**config.mk**
```make
export PLATFORM = sky130hd
export DESIGN_NAME = ethernet_ipv4_l4_header_parser_top
export DESIGN_NICKNAME = d
export VERILOG_FILES = /design/src/design/ehp_pkg.sv /design/src/design/ehp_front.sv /design/src/design/ehp_engine.sv /design/src/design/ethernet_ipv4_l4_header_parser_top.sv
export SDC_FILE = /design/constraint.sdc
export NUM_CORES = 1
export LEC_CHECK = 0
export BUFFER_PORTS_ARGS = -buffer_cell sky130_fd_sc_hd__buf_2
export CELL_PAD_IN_SITES_DETAIL_PLACEMENT = 0
export CELL_PAD_IN_SITES_GLOBAL_PLACEMENT = 1
export CORE_ASPECT_RATIO = 0.75
export CORE_MARGIN = 2
export CORE_UTILIZATION = 25
export CTS_CLUSTER_SIZE = 28
export DETAILED_ROUTE_END_ITERATION = 12
export PLACE_DENSITY = 0.57
export SLEW_MARGIN = 25
export SYNTH_ARGS = -nofsm -noshare
export SYNTH_HDL_FRONTEND = slang
export SYNTH_SLANG_ARGS = --single-unit
```
**constraint.sdc**
```tcl
create_clock -name clk -period 24 [get_ports clk]
set_input_delay 2.4 -clock clk [delete_from_list [all_inputs] [get_ports clk]]
set_output_delay 2.4 -clock clk [all_outputs]
set_load 0.05 [all_outputs]
```
**src/design/ehp_pkg.sv**
```systemverilog
// shared types and constants for the ethernet ipv4 l4 header parser
package ehp_pkg;

	localparam logic [15:0] MaxFrameBytes = 16'hFFFF;
	localparam logic [15:0] DefaultMss    = 16'd1460;
	localparam logic [15:0] EthertypeVlan = 16'h8100;
	localparam logic [15:0] EthertypeArp  = 16'h0806;
	localparam logic [15:0] EthertypeIp   = 16'h0800;
	localparam logic [15:0] EthertypeIpv6 = 16'h86DD;
	localparam logic [7:0]  IpprotoIcmp   = 8'd1;
	localparam logic [7:0]  IpprotoTcp    = 8'd6;
	localparam logic [7:0]  IpprotoUdp    = 8'd17;

	localparam logic [3:0] StEth     = 4'd0;
	localparam logic [3:0] StVlan    = 4'd1;
	localparam logic [3:0] StArp     = 4'd2;
	localparam logic [3:0] StIp6     = 4'd3;
	localparam logic [3:0] StIp4     = 4'd4;
	localparam logic [3:0] StUdp     = 4'd5;
	localparam logic [3:0] StTcp     = 4'd6;
	localparam logic [3:0] StOpts    = 4'd7;
	localparam logic [3:0] StUnknown = 4'd8;
	localparam logic [3:0] StIcmp    = 4'd9;
	localparam logic [3:0] StArpOk   = 4'd10;
	localparam logic [3:0] StIp6Ok   = 4'd11;
	localparam logic [3:0] StUdpOk   = 4'd12;
	localparam logic [3:0] StTcpOk   = 4'd13;

	localparam logic [2:0] ClsTrunc   = 3'd0;
	localparam logic [2:0] ClsArp     = 3'd1;
	localparam logic [2:0] ClsIpv6    = 3'd2;
	localparam logic [2:0] ClsUnknown = 3'd3;
	localparam logic [2:0] ClsIcmp    = 3'd4;
	localparam logic [2:0] ClsUdp     = 3'd5;
	localparam logic [2:0] ClsTcp     = 3'd6;

	localparam logic [7:0] OptEnd  = 8'd0;
	localparam logic [7:0] OptNop  = 8'd1;
	localparam logic [7:0] OptMss  = 8'd2;
	localparam logic [7:0] OptWs   = 8'd3;
	localparam logic [7:0] OptSack = 8'd4;

	localparam int QueueDepth = 4;
	localparam int QueueAw    = 2;

	typedef struct packed {
		logic [2:0]  app_class;
		logic [15:0] vlan_tag;
		logic [63:0] ip_pair;
		logic [31:0] port_pair;
		logic [7:0]  tcp_flag_bits;
		logic [31:0] seq_number;
		logic [31:0] ack_number;
		logic [15:0] window_raw;
		logic [15:0] max_segment;
		logic [7:0]  window_shift;
		logic        sack_permitted;
		logic [16:0] payload_length;
	} result_t;

	typedef struct packed {
		logic [7:0] data_byte;
		logic       last_byte;
	} item_t;

endpackage

```
**src/design/ehp_front.sv**
```systemverilog
// input byte queue feeding the parse engine
module ehp_front (
	input  logic            clk,
	input  logic            arst_n,
	input  logic            in_valid,
	output logic            in_ready,
	input  ehp_pkg::item_t  in_item,
	output logic            q_valid,
	input  logic            q_ready,
	output ehp_pkg::item_t  q_item
);

	ehp_pkg::item_t mem_q [ehp_pkg::QueueDepth];
	logic [ehp_pkg::QueueAw-1:0] wr_q;
	logic [ehp_pkg::QueueAw-1:0] rd_q;
	logic [ehp_pkg::QueueAw:0]   cnt_q;
	logic push;
	logic pop;

	assign in_ready = (cnt_q != ehp_pkg::QueueAw'(0) + (ehp_pkg::QueueAw+1)'(ehp_pkg::QueueDepth));
	assign push     = in_valid && in_ready;
	assign q_valid  = (cnt_q != '0);
	assign pop      = q_valid && q_ready;
	assign q_item   = mem_q[rd_q];

	always_ff @(posedge clk) begin
		if (push) begin
			mem_q[wr_q] <= in_item;
		end
	end

	always_ff @(posedge clk or negedge arst_n) begin
		if (!arst_n) begin
			wr_q  <= '0;
			rd_q  <= '0;
			cnt_q <= '0;
		end else begin
			if (push) wr_q <= wr_q + 1'b1;
			if (pop) rd_q <= rd_q + 1'b1;
			cnt_q <= cnt_q + (ehp_pkg::QueueAw+1)'(push) - (ehp_pkg::QueueAw+1)'(pop);
		end
	end

	a_no_overflow: assert property (@(posedge clk) disable iff (!arst_n)
		cnt_q <= (ehp_pkg::QueueAw+1)'(ehp_pkg::QueueDepth))
		else $error("queue overflow");
	a_count_push: assert property (@(posedge clk) disable iff (!arst_n)
		(push && !pop) |=> (cnt_q == $past(cnt_q) + 1'b1))
		else $error("count did not follow push");
	a_count_pop: assert property (@(posedge clk) disable iff (!arst_n)
		(pop && !push) |=> (cnt_q == $past(cnt_q) - 1'b1))
		else $error("count did not follow pop");

endmodule

```
**src/design/ehp_engine.sv**
```systemverilog
// header walker: consumes one byte per cycle and emits a result on the last byte; that byte waits on a full result
module ehp_engine (
	input  logic              clk,
	input  logic              arst_n,
	input  logic              q_valid,
	output logic              q_ready,
	input  ehp_pkg::item_t    q_item,
	output logic              res_valid,
	input  logic              res_ready,
	output ehp_pkg::result_t  res
);

	logic [15:0] pos_q;
	logic [15:0] hstart_q;
	logic [3:0]  stage_q;
	logic [15:0] proto_q;
	logic [5:0]  iphl_q;
	logic [5:0]  tcphl_q;
	logic [7:0]  otype_q;
	logic [7:0]  oleft_q;
	logic [7:0]  oidx_q;
	logic [15:0] vlan_q;
	logic [31:0] src_q;
	logic [31:0] dst_q;
	logic [31:0] ports_q;
	logic [7:0]  flags_q;
	logic [31:0] seq_q;
	logic [31:0] ack_q;
	logic [15:0] win_q;
	logic [15:0] mss_q;
	logic [7:0]  ws_q;
	logic        sack_q;
	logic [16:0] pay_q;

	logic [3:0]  stage_d;
	logic [15:0] hstart_d;
	logic [15:0] proto_d;
	logic [5:0]  iphl_d;
	logic [5:0]  tcphl_d;
	logic [7:0]  otype_d;
	logic [7:0]  oleft_d;
	logic [7:0]  oidx_d;
	logic [15:0] vlan_d;
	logic [31:0] src_d;
	logic [31:0] dst_d;
	logic [31:0] ports_d;
	logic [7:0]  flags_d;
	logic [31:0] seq_d;
	logic [31:0] ack_d;
	logic [15:0] win_d;
	logic [15:0] mss_d;
	logic [7:0]  ws_d;
	logic        sack_d;
	logic [16:0] pay_d;

	logic [15:0] off;
	logic [7:0]  b;
	logic        take;
	logic        active;
	logic [2:0]  cls;
	logic        out_full_q;
	ehp_pkg::result_t out_q;
	ehp_pkg::result_t res_d;

	// only the last byte of a frame needs the result register to be free
	assign q_ready = !out_full_q || res_ready || !q_item.last_byte;
	assign take    = q_valid && q_ready;
	assign b       = q_item.data_byte;
	assign off     = pos_q - hstart_q;
	assign active  = (pos_q != ehp_pkg::MaxFrameBytes);

	function automatic logic [5:0] hlen(input logic [3:0] n);
		logic [5:0] v;
		v = {n, 2'b00};
		return (v < 6'd20) ? 6'd20 : v;
	endfunction

	always_comb begin
		stage_d = stage_q; hstart_d = hstart_q; proto_d = proto_q;
		iphl_d = iphl_q; tcphl_d = tcphl_q; otype_d = otype_q;
		oleft_d = oleft_q; oidx_d = oidx_q; vlan_d = vlan_q;
		src_d = src_q; dst_d = dst_q; ports_d = ports_q; flags_d = flags_q;
		seq_d = seq_q; ack_d = ack_q; win_d = win_q; mss_d = mss_q;
		ws_d = ws_q; sack_d = sack_q; pay_d = pay_q;
		if (active) begin
			unique case (stage_q)
				ehp_pkg::StEth, ehp_pkg::StVlan: begin
					if (stage_q == ehp_pkg::StVlan && off < 16'd2) vlan_d = {vlan_q[7:0], b};
					if ((stage_q == ehp_pkg::StEth && off == 16'd12) ||
					    (stage_q == ehp_pkg::StVlan && off == 16'd2)) proto_d = {b, 8'h00};
					if ((stage_q == ehp_pkg::StEth && off == 16'd13) ||
					    (stage_q == ehp_pkg::StVlan && off == 16'd3)) begin
						proto_d = {proto_q[15:8], b};
						hstart_d = pos_q + 16'd1;
						if (stage_q == ehp_pkg::StEth && proto_d == ehp_pkg::EthertypeVlan)
							stage_d = ehp_pkg::StVlan;
						else if (proto_d == ehp_pkg::EthertypeArp) stage_d = ehp_pkg::StArp;
						else if (proto_d == ehp_pkg::EthertypeIp) stage_d = ehp_pkg::StIp4;
						else if (proto_d == ehp_pkg::EthertypeIpv6) stage_d = ehp_pkg::StIp6;
						else begin
							stage_d = ehp_pkg::StUnknown;
							hstart_d = hstart_q;
						end
					end
				end
				ehp_pkg::StArp: begin
					if (off >= 16'd14 && off <= 16'd17) src_d = {src_q[23:0], b};
					if (off >= 16'd24 && off <= 16'd27) dst_d = {dst_q[23:0], b};
					if (off == 16'd27) stage_d = ehp_pkg::StArpOk;
				end
				ehp_pkg::StIp6: begin
					if (off == 16'd39) stage_d = ehp_pkg::StIp6Ok;
				end
				ehp_pkg::StIp4: begin
					if (off == 16'd0) iphl_d = hlen(b[3:0]);
					if (off == 16'd2 || off == 16'd3) pay_d = {pay_q[8:0], b};
					if (off == 16'd9) proto_d = {8'h00, b};
					if (off >= 16'd12 && off <= 16'd15) src_d = {src_q[23:0], b};
					if (off >= 16'd16 && off <= 16'd19) dst_d = {dst_q[23:0], b};
					if (off + 16'd1 == {10'd0, iphl_d}) begin
						pay_d = pay_d - {11'd0, iphl_d};
						hstart_d = pos_q + 16'd1;
						if (proto_d[7:0] == ehp_pkg::IpprotoIcmp && proto_d[15:8] == 8'd0)
							stage_d = ehp_pkg::StIcmp;
						else if (proto_d == {8'd0, ehp_pkg::IpprotoUdp}) stage_d = ehp_pkg::StUdp;
						else if (proto_d == {8'd0, ehp_pkg::IpprotoTcp}) stage_d = ehp_pkg::StTcp;
						else stage_d = ehp_pkg::StUnknown;
						if (stage_d == ehp_pkg::StIcmp || stage_d == ehp_pkg::StUnknown)
							hstart_d = hstart_q;
					end
				end
				ehp_pkg::StUdp: begin
					if (off < 16'd4) ports_d = {ports_q[23:0], b};
					if (off == 16'd7) stage_d = ehp_pkg::StUdpOk;
				end
				ehp_pkg::StTcp: begin
					if (off < 16'd4) ports_d = {ports_q[23:0], b};
					else if (off < 16'd8) seq_d = {seq_q[23:0], b};
					else if (off < 16'd12) ack_d = {ack_q[23:0], b};
					else if (off == 16'd12) tcphl_d = hlen(b[7:4]);
					else if (off == 16'd13) flags_d = b;
					else if (off < 16'd16) win_d = {win_q[7:0], b};
					if (off == 16'd19) begin
						pay_d = pay_q - {11'd0, tcphl_q};
						oidx_d = '0;
						stage_d = (tcphl_q > 6'd20) ? ehp_pkg::StOpts : ehp_pkg::StTcpOk;
					end
				end
				ehp_pkg::StOpts: begin
					if (oidx_q == 8'd0) begin
						otype_d = b;
						if (b == ehp_pkg::OptEnd) stage_d = ehp_pkg::StTcpOk;
						else if (b != ehp_pkg::OptNop) oidx_d = 8'd1;
					end else if (oidx_q == 8'd1) begin
						if (b < 8'd2) stage_d = ehp_pkg::StTcpOk;
						else begin
							oleft_d = b - 8'd2;
							if (otype_q == ehp_pkg::OptSack) sack_d = 1'b1;
							oidx_d = (oleft_d == 8'd0) ? 8'd0 : 8'd2;
						end
					end else begin
						if (otype_q == ehp_pkg::OptMss && oidx_q == 8'd2) proto_d = {8'd0, b};
						if (otype_q == ehp_pkg::OptMss && oidx_q == 8'd3) mss_d = {proto_q[7:0], b};
						if (otype_q == ehp_pkg::OptWs && oidx_q == 8'd2) ws_d = b;
						if (oidx_q < 8'd4) oidx_d = oidx_q + 8'd1;
						oleft_d = oleft_q - 8'd1;
						if (oleft_d == 8'd0) oidx_d = 8'd0;
					end
					if (stage_d == ehp_pkg::StOpts && off + 16'd1 >= {10'd0, tcphl_q})
						stage_d = ehp_pkg::StTcpOk;
				end
				default: begin
				end
			endcase
		end
	end

	always_comb begin
		unique case (stage_d)
			ehp_pkg::StArpOk:   cls = ehp_pkg::ClsArp;
			ehp_pkg::StIp6Ok:   cls = ehp_pkg::ClsIpv6;
			ehp_pkg::StUnknown: cls = ehp_pkg::ClsUnknown;
			ehp_pkg::StIcmp:    cls = ehp_pkg::ClsIcmp;
			ehp_pkg::StUdpOk:   cls = ehp_pkg::ClsUdp;
			ehp_pkg::StOpts, ehp_pkg::StTcpOk: cls = ehp_pkg::ClsTcp;
			default:            cls = ehp_pkg::ClsTrunc;
		endcase
	end

	always_comb begin
		res_d = '0;
		res_d.app_class = cls;
		if (cls != ehp_pkg::ClsTrunc) begin
			res_d.vlan_tag       = vlan_d;
			res_d.ip_pair        = {src_d, dst_d};
			res_d.port_pair      = ports_d;
			res_d.tcp_flag_bits  = flags_d;
			res_d.seq_number     = seq_d;
			res_d.ack_number     = ack_d;
			res_d.window_raw     = win_d;
			res_d.max_segment    = (cls == ehp_pkg::ClsTcp) ? mss_d : 16'd0;
			res_d.window_shift   = ws_d;
			res_d.sack_permitted = sack_d;
			res_d.payload_length = pay_d;
		end
	end

	always_ff @(posedge clk or negedge arst_n) begin
		if (!arst_n) begin
			pos_q <= '0; hstart_q <= '0; stage_q <= ehp_pkg::StEth; proto_q <= '0;
			iphl_q <= '0; tcphl_q <= '0; otype_q <= '0; oleft_q <= '0; oidx_q <= '0;
			vlan_q <= '0; src_q <= '0; dst_q <= '0; ports_q <= '0; flags_q <= '0;
			seq_q <= '0; ack_q <= '0; win_q <= '0; mss_q <= ehp_pkg::DefaultMss;
			ws_q <= '0; sack_q <= 1'b0; pay_q <= '0;
			out_full_q <= 1'b0;
		end else begin
			if (res_ready) out_full_q <= 1'b0;
			if (take) begin
				if (q_item.last_byte) begin
					out_full_q <= 1'b1;
					pos_q <= '0; hstart_q <= '0; stage_q <= ehp_pkg::StEth; proto_q <= '0;
					iphl_q <= '0; tcphl_q <= '0; otype_q <= '0; oleft_q <= '0;
					oidx_q <= '0; vlan_q <= '0; src_q <= '0; dst_q <= '0; ports_q <= '0;
					flags_q <= '0; seq_q <= '0; ack_q <= '0; win_q <= '0;
					mss_q <= ehp_pkg::DefaultMss; ws_q <= '0; sack_q <= 1'b0; pay_q <= '0;
				end else begin
					if (active) pos_q <= pos_q + 16'd1;
					hstart_q <= hstart_d; stage_q <= stage_d; proto_q <= proto_d;
					iphl_q <= iphl_d; tcphl_q <= tcphl_d; otype_q <= otype_d;
					oleft_q <= oleft_d; oidx_q <= oidx_d; vlan_q <= vlan_d; src_q <= src_d;
					dst_q <= dst_d; ports_q <= ports_d; flags_q <= flags_d; seq_q <= seq_d;
					ack_q <= ack_d; win_q <= win_d; mss_q <= mss_d; ws_q <= ws_d;
					sack_q <= sack_d; pay_q <= pay_d;
				end
			end
		end
	end

	always_ff @(posedge clk) begin
		if (take && q_item.last_byte) begin
			out_q <= res_d;
		end
	end

	assign res_valid = out_full_q;
	assign res       = out_q;

	a_frame_restart: assert property (@(posedge clk) disable iff (!arst_n)
		(take && q_item.last_byte) |=> (pos_q == 16'd0 && stage_q == ehp_pkg::StEth))
		else $error("parser did not restart after frame");
	a_out_hold: assert property (@(posedge clk) disable iff (!arst_n)
		(res_valid && !res_ready) |=> res_valid)
		else $error("result dropped");
	a_no_take_full: assert property (@(posedge clk) disable iff (!arst_n)
		(out_full_q && !res_ready) |-> !(take && q_item.last_byte))
		else $error("last byte taken while result blocked");

endmodule

```
**src/design/ethernet_ipv4_l4_header_parser_top.sv**
```systemverilog
// top level of the ethernet ipv4 l4 header parser
// the last byte passes through the byte queue and then the parse stage, which registers the result
// throughput: one byte per cycle unless a last byte waits on a full result; a result register lets the next frame start
// the byte queue holds four transactions so each side may stall on its own
// reset: asynchronous, clears the queue pointers, the parse state and the result valid flag
module ethernet_ipv4_l4_header_parser_top (
	input  logic         clk,
	input  logic         arst_n,
	input  logic         s_axis_tvalid,
	output logic         s_axis_tready,
	input  logic [7:0]   s_axis_tdata,   // data_byte
	input  logic         s_axis_tlast,   // last_byte
	output logic         m_axis_tvalid,
	input  logic         m_axis_tready,
	// app_class[2:0] vlan_tag[18:3] ip_pair[82:19] port_pair[114:83]
	// tcp_flag_bits[122:115] seq_number[154:123] ack_number[186:155]
	// window_raw[202:187] max_segment[218:203] window_shift[226:219]
	// sack_permitted[227] payload_length[244:228] zeros[247:245]
	output logic [247:0] m_axis_tdata
);

	ehp_pkg::item_t   in_item;
	ehp_pkg::item_t   q_item;
	ehp_pkg::result_t res;
	logic q_valid;
	logic q_ready;

	assign in_item.data_byte = s_axis_tdata;
	assign in_item.last_byte = s_axis_tlast;

	ehp_front u_front (
		.clk(clk), .arst_n(arst_n),
		.in_valid(s_axis_tvalid), .in_ready(s_axis_tready), .in_item(in_item),
		.q_valid(q_valid), .q_ready(q_ready), .q_item(q_item)
	);

	ehp_engine u_engine (
		.clk(clk), .arst_n(arst_n),
		.q_valid(q_valid), .q_ready(q_ready), .q_item(q_item),
		.res_valid(m_axis_tvalid), .res_ready(m_axis_tready), .res(res)
	);

	assign m_axis_tdata = {3'b000, res.payload_length, res.sack_permitted, res.window_shift,
		res.max_segment, res.window_raw, res.ack_number, res.seq_number, res.tcp_flag_bits,
		res.port_pair, res.ip_pair, res.vlan_tag, res.app_class};

endmodule
```
==> summary.md <==
| Metric | Value |
|---|---|
| Status | `completed` |
| Die Height | `303.0 µm` |
| Avg Vias per Cell | `4.921` |
| Cells after Synth | `2782` |
| Final worst path period share | `between 20 and 30%` |
| Clock transition at path regs | `0.06 ns` |
| Critical Path RT | `24.36 ns` |
| Site Rows | `109` |
| Path category of the worst min-delay check | `reg -> reg` |
| Data arrival, critical path | `7.03 ns` |
| Max Cap Viol | `0` |
| Hold Path Origin | `u_engine.ws_q[0]` |
| Rel. slew slack | `27.05%` |
| CP peak stage delay | `between 0.7 and 0.8 ns` |
| Cell Pwr Density | `139.9 mW/mm²` |
| Largest net degree at the start of global routing | `151` |
| Initial Util | `25.24%` |
| Final ANT Viol Nets | `0` |
| CTS buffer count | `66` |
| Post-Synth Simple-Gate Area | `14.21%` |
| Wire per inst | `around 22 µm` |
| Post-synthesis mux area share | `1.960%` |
| HPWL after DPL | `63650 µm` |
| Reg2reg end | `u_engine.res[89]` |
| CTS Root Cell | `clkbuf_16` |
| Post-CTS Resized | `0` |
| Final nets | `between 3000 and 4000` |
| Final Util | `29.60%` |
| Synth warnings | `0` |
| Input/output buffers | `~260` |
| IO Count | `263` |
| Reg-to-reg critical path startpoint | `u_engine.pos_q[0]` |
| 1st-iter DRT viols | `just under 2000` |
| Peak supply drop | `0.1002 mV` |
| CP Class | `reg -> reg` |
| Flop-to-flop setup slack | `17.33 ns` |
| Total gr overflow | `0` |
| Worst-skew pair later-pin latency | `0.66 ns` |
| Buffers inserted by post-CTS timing repair | `0` |
| RePlAce Congestion | `around 0.87` |
| Maximum clock path buffer count | `3` |
| Complex-gate fraction of the synthesized area | `19.49%` |
| Asr flop ratio synth | `~54%` |
| Worst Reg2Reg Path Length in Cells | `17` |
| Hold path endpoint | `u_engine.ws_q[0]` |
| Die footprint | `0.1220 mm²` |
| Post-synth top cells | `589 x nand2_1, 330 x dfrtp_1, 281 x edfxtp_1, 226 x a22o_1, 173 x a21oi_1` |
| WL final | `99700 µm` |
| Slew @ Worst Pin | `1.094 ns` |
| Post-synth EDFFs | `281` |
| CP delay by family, top | `compound AO/OA/AOI/OAI gates` |
| Area grow syn2layout | `17.29%` |
| First-pass GRT wire length | `between 100000 and 150000 µm` |
| H-tree levels | `3` |
| Clk_skew | `0.02598 ns` |
| CP dominant cell by count | `a21oi_1` |
| Clock sink total | `617` |
| Layout cells sized above 1 | `~20%` |
| CP bufs+invs | `3` |
| Slew Viols, Final | `0` |
| Yosys cell types | `89` |
| Post-synth top area cell | `edfxtp_1` |
| Diodes inserted | `0` |
| Largest family of logic cells by synthesized area | `compound AO/OA/AOI/OAI gates` |
| XOR/XNOR share of the synthesized area | `1.927%` |
| Max FO, Critical Path | `150` |
| Fillers | `12267` |
| RSZ-0062 raised after global routing | `no` |
| Initial antenna violation count | `2` |
| Sequential area share after synthesis | `56.54%` |
| Setup crit start kind | `register` |
| Max Fclk | `149.9 MHz` |
| Vias | `22550` |
| Top post-synthesis cells by area | `edfxtp_1 28%, dfrtp_1 28%, nand2_1 7.4%, a22o_1 6.6%, a21oi_2 3.5%` |
| Worst Setup End Kind | `register` |
| CP cell instances | `inv_1 -> ha_1 -> inv_1 -> fa_1 -> a21o_1 -> a21oi_1 -> xor2_1 -> a21oi_1 -> xor2_1 -> ha_1 -> a2111oi_0 -> and4_1 -> o211ai_1 -> a221oi_2 -> o21a_4 -> buf_12 -> a21oi_1` |
| GRT Total Usage | `15.96%` |
| Final Hold Vio Count | `0` |
| Minimum clock period | `6.672 ns` |
| Primary FF master, synth | `dfrtp_1` |
| Adder-cell share of the synthesized area | `under 10%` |
| Area share of the largest cell type after synthesis | `28.31%` |
| Setup TNS | `0 ns` |
| Count leader, synth | `nand2_1` |
| Mapped cell area | `0.02981 mm²` |
| Lkg Pwr | `0.01341 µW` |
| TritonCTS clock tree | `built` |
| DR DRC count | `0` |
| WHS Path Cells | `2` |
| Cts hold-fix bufs | `0` |
| Core Area | `0.1181 mm²` |
| Vias in the first global route | `21356` |
| First-pass DRT Iterations | `8` |
| CP max-delay cell | `o21a_4` |
| Synth Area per Inst | `around 11 µm²` |
| Die outline width | `402.7 µm` |
| Yosys reg bits | `617` |
| Final setup fails | `0` |
==> state kept, by name (all words and copies together), names as in the netlist, 17 cells and up <==
| name | flops |
|---|---|
| u_engine.ack_q | 32 |
| u_engine.res | 245 |
| u_engine.ports_q | 32 |
| u_engine.pay_q | 17 |
| u_front.mem_q | 36 |
| u_engine.dst_q | 32 |
| u_engine.seq_q | 32 |
| u_engine.src_q | 32 |
==> power breakdown <==
group          total [µW]  internal [µW]  switching, µW
Combinational        2250            404           1840
Clock                1070            611            461
Sequential           1570           1440            129
Total                4890           2460           2430
==> metal layers <==
metal,GRT usage (%),vias up,routed length [µm]
met5,0,-,11
met4,2.961,2,1463
met3,3.943,103,6317
met2,21.86,596,40620
met1,25.02,11334,51290
li1,-,10515,-
==> cell type report <==
| type | instances | area [µm²] | share of cell area, % |
|---|---|---|---|
| inverters | 52 | 207.7 | 0.5941 |
| multi-input cells | 1926 | 12040 | 34.44 |
| flip-flops and latches | 617 | 16850 | 48.21 |
| repair buffers | 312 | 1729 | 4.946 |
| clock inverters | 32 | 376.6 | 1.077 |
| clock buffers | 89 | 1809 | 5.175 |
| well taps | 1554 | 1944 | 5.562 |
==> metrics by stage <==
| stage | instances | hold WS [ns] | worst slack [ns] | cell area, µm² | power, µW |
|---|---|---|---|---|---|
| after floorplan | 2784 | 0.4492 | 14.10 | 29810 | 3110 |
| after global placement | 4460 | 0.4656 | 17.37 | 32740 | 3869 |
| after detailed placement | 4461 | 0.4710 | 17.37 | 32770 | 3862 |
| after CTS | 4582 | 0.4843 | 17.35 | 34950 | 4951 |
| after global routing | 4582 | 0.5019 | 16.78 | 34960 | 5126 |
| final | 4582 | 0.4801 | 17.33 | 34960 | 4891 |
==> worst reg2reg max path: cells and delay by family, from the launching register on <==
family | cells | cell delay, ns
DFF | 1 | 0.43
AOI/OAI and AO/OA | 8 | 2.96
adders and majority gates | 3 | 0.88
xor gates and xnor gates | 2 | 1.09
buffers and inverters | 3 | 0.73
and+or+nand+nor | 1 | 0.29
==> kinds of logic (layout without fill, tap and decap cells) <==
group           Yosys count  after routing
xor+xnor                 64             64
buf+inv                 241            485
fa+ha+maj                52             52
other cells               1              3
compound gates          797            797
flops                   617            617
simple gates            959            959
mux                      51             51
==> how the worst max path moves through the flow <==
stage | startpoint | slack, ns | depth (start not counted) | endpoint
2_1_floorplan | m_axis_tready | 14.10 | 11 | u_engine.oidx_q[1]
3_3_place_gp | u_engine.pos_q[0] | 17.37 | 17 | u_engine.res[89]
3_5_place_dp | u_engine.pos_q[0] | 17.37 | 17 | u_engine.res[121]
4_1_cts | u_engine.pos_q[0] | 17.35 | 17 | u_engine.res[183]
5_1_grt | u_engine.pos_q[0] | 16.78 | 17 | u_engine.res[89]
6_report | u_engine.pos_q[0] | 17.33 | 17 | u_engine.res[89]
==> cell usage in the layout, fill, tap and decap left out, types with 9 or more instances in the layout <==
master / synthesis / final
mux2_2: 9 / 9
clkbuf_1: 144 / 17
a21oi_1: 173 / 173
dfrtp_1: 330 / 330
a22o_1: 226 / 226
and2_1: 12 / 12
a32o_1: 11 / 11
o21a_1: 11 / 9
nand4_1: 22 / 22
clkinv_2: 0 / 10
inv_1: 52 / 51
o21ai_0: 106 / 106
buf_2: 18 / 258
a22oi_1: 10 / 10
nand2_1: 589 / 588
a211oi_1: 11 / 11
nor2_1: 127 / 119
a21oi_2: 120 / 120
nor4_1: 17 / 15
nor3_1: 50 / 47
ha_1: 48 / 48
buf_4: 5 / 51
xnor2_1: 43 / 43
and3_1: 26 / 26
edfxtp_1: 281 / 281
o2bb2ai_1: 16 / 16
mux2i_1: 37 / 34
clkbuf_16: 0 / 67
a21o_1: 11 / 11
nand3_1: 33 / 33
o21ai_2: 1 / 9
a31oi_1: 14 / 14
o31ai_1: 10 / 9
or3_1: 10 / 10
xor2_1: 20 / 20
nand2b_1: 13 / 13
No activity file was read; power rests on OpenSTA's default activity.
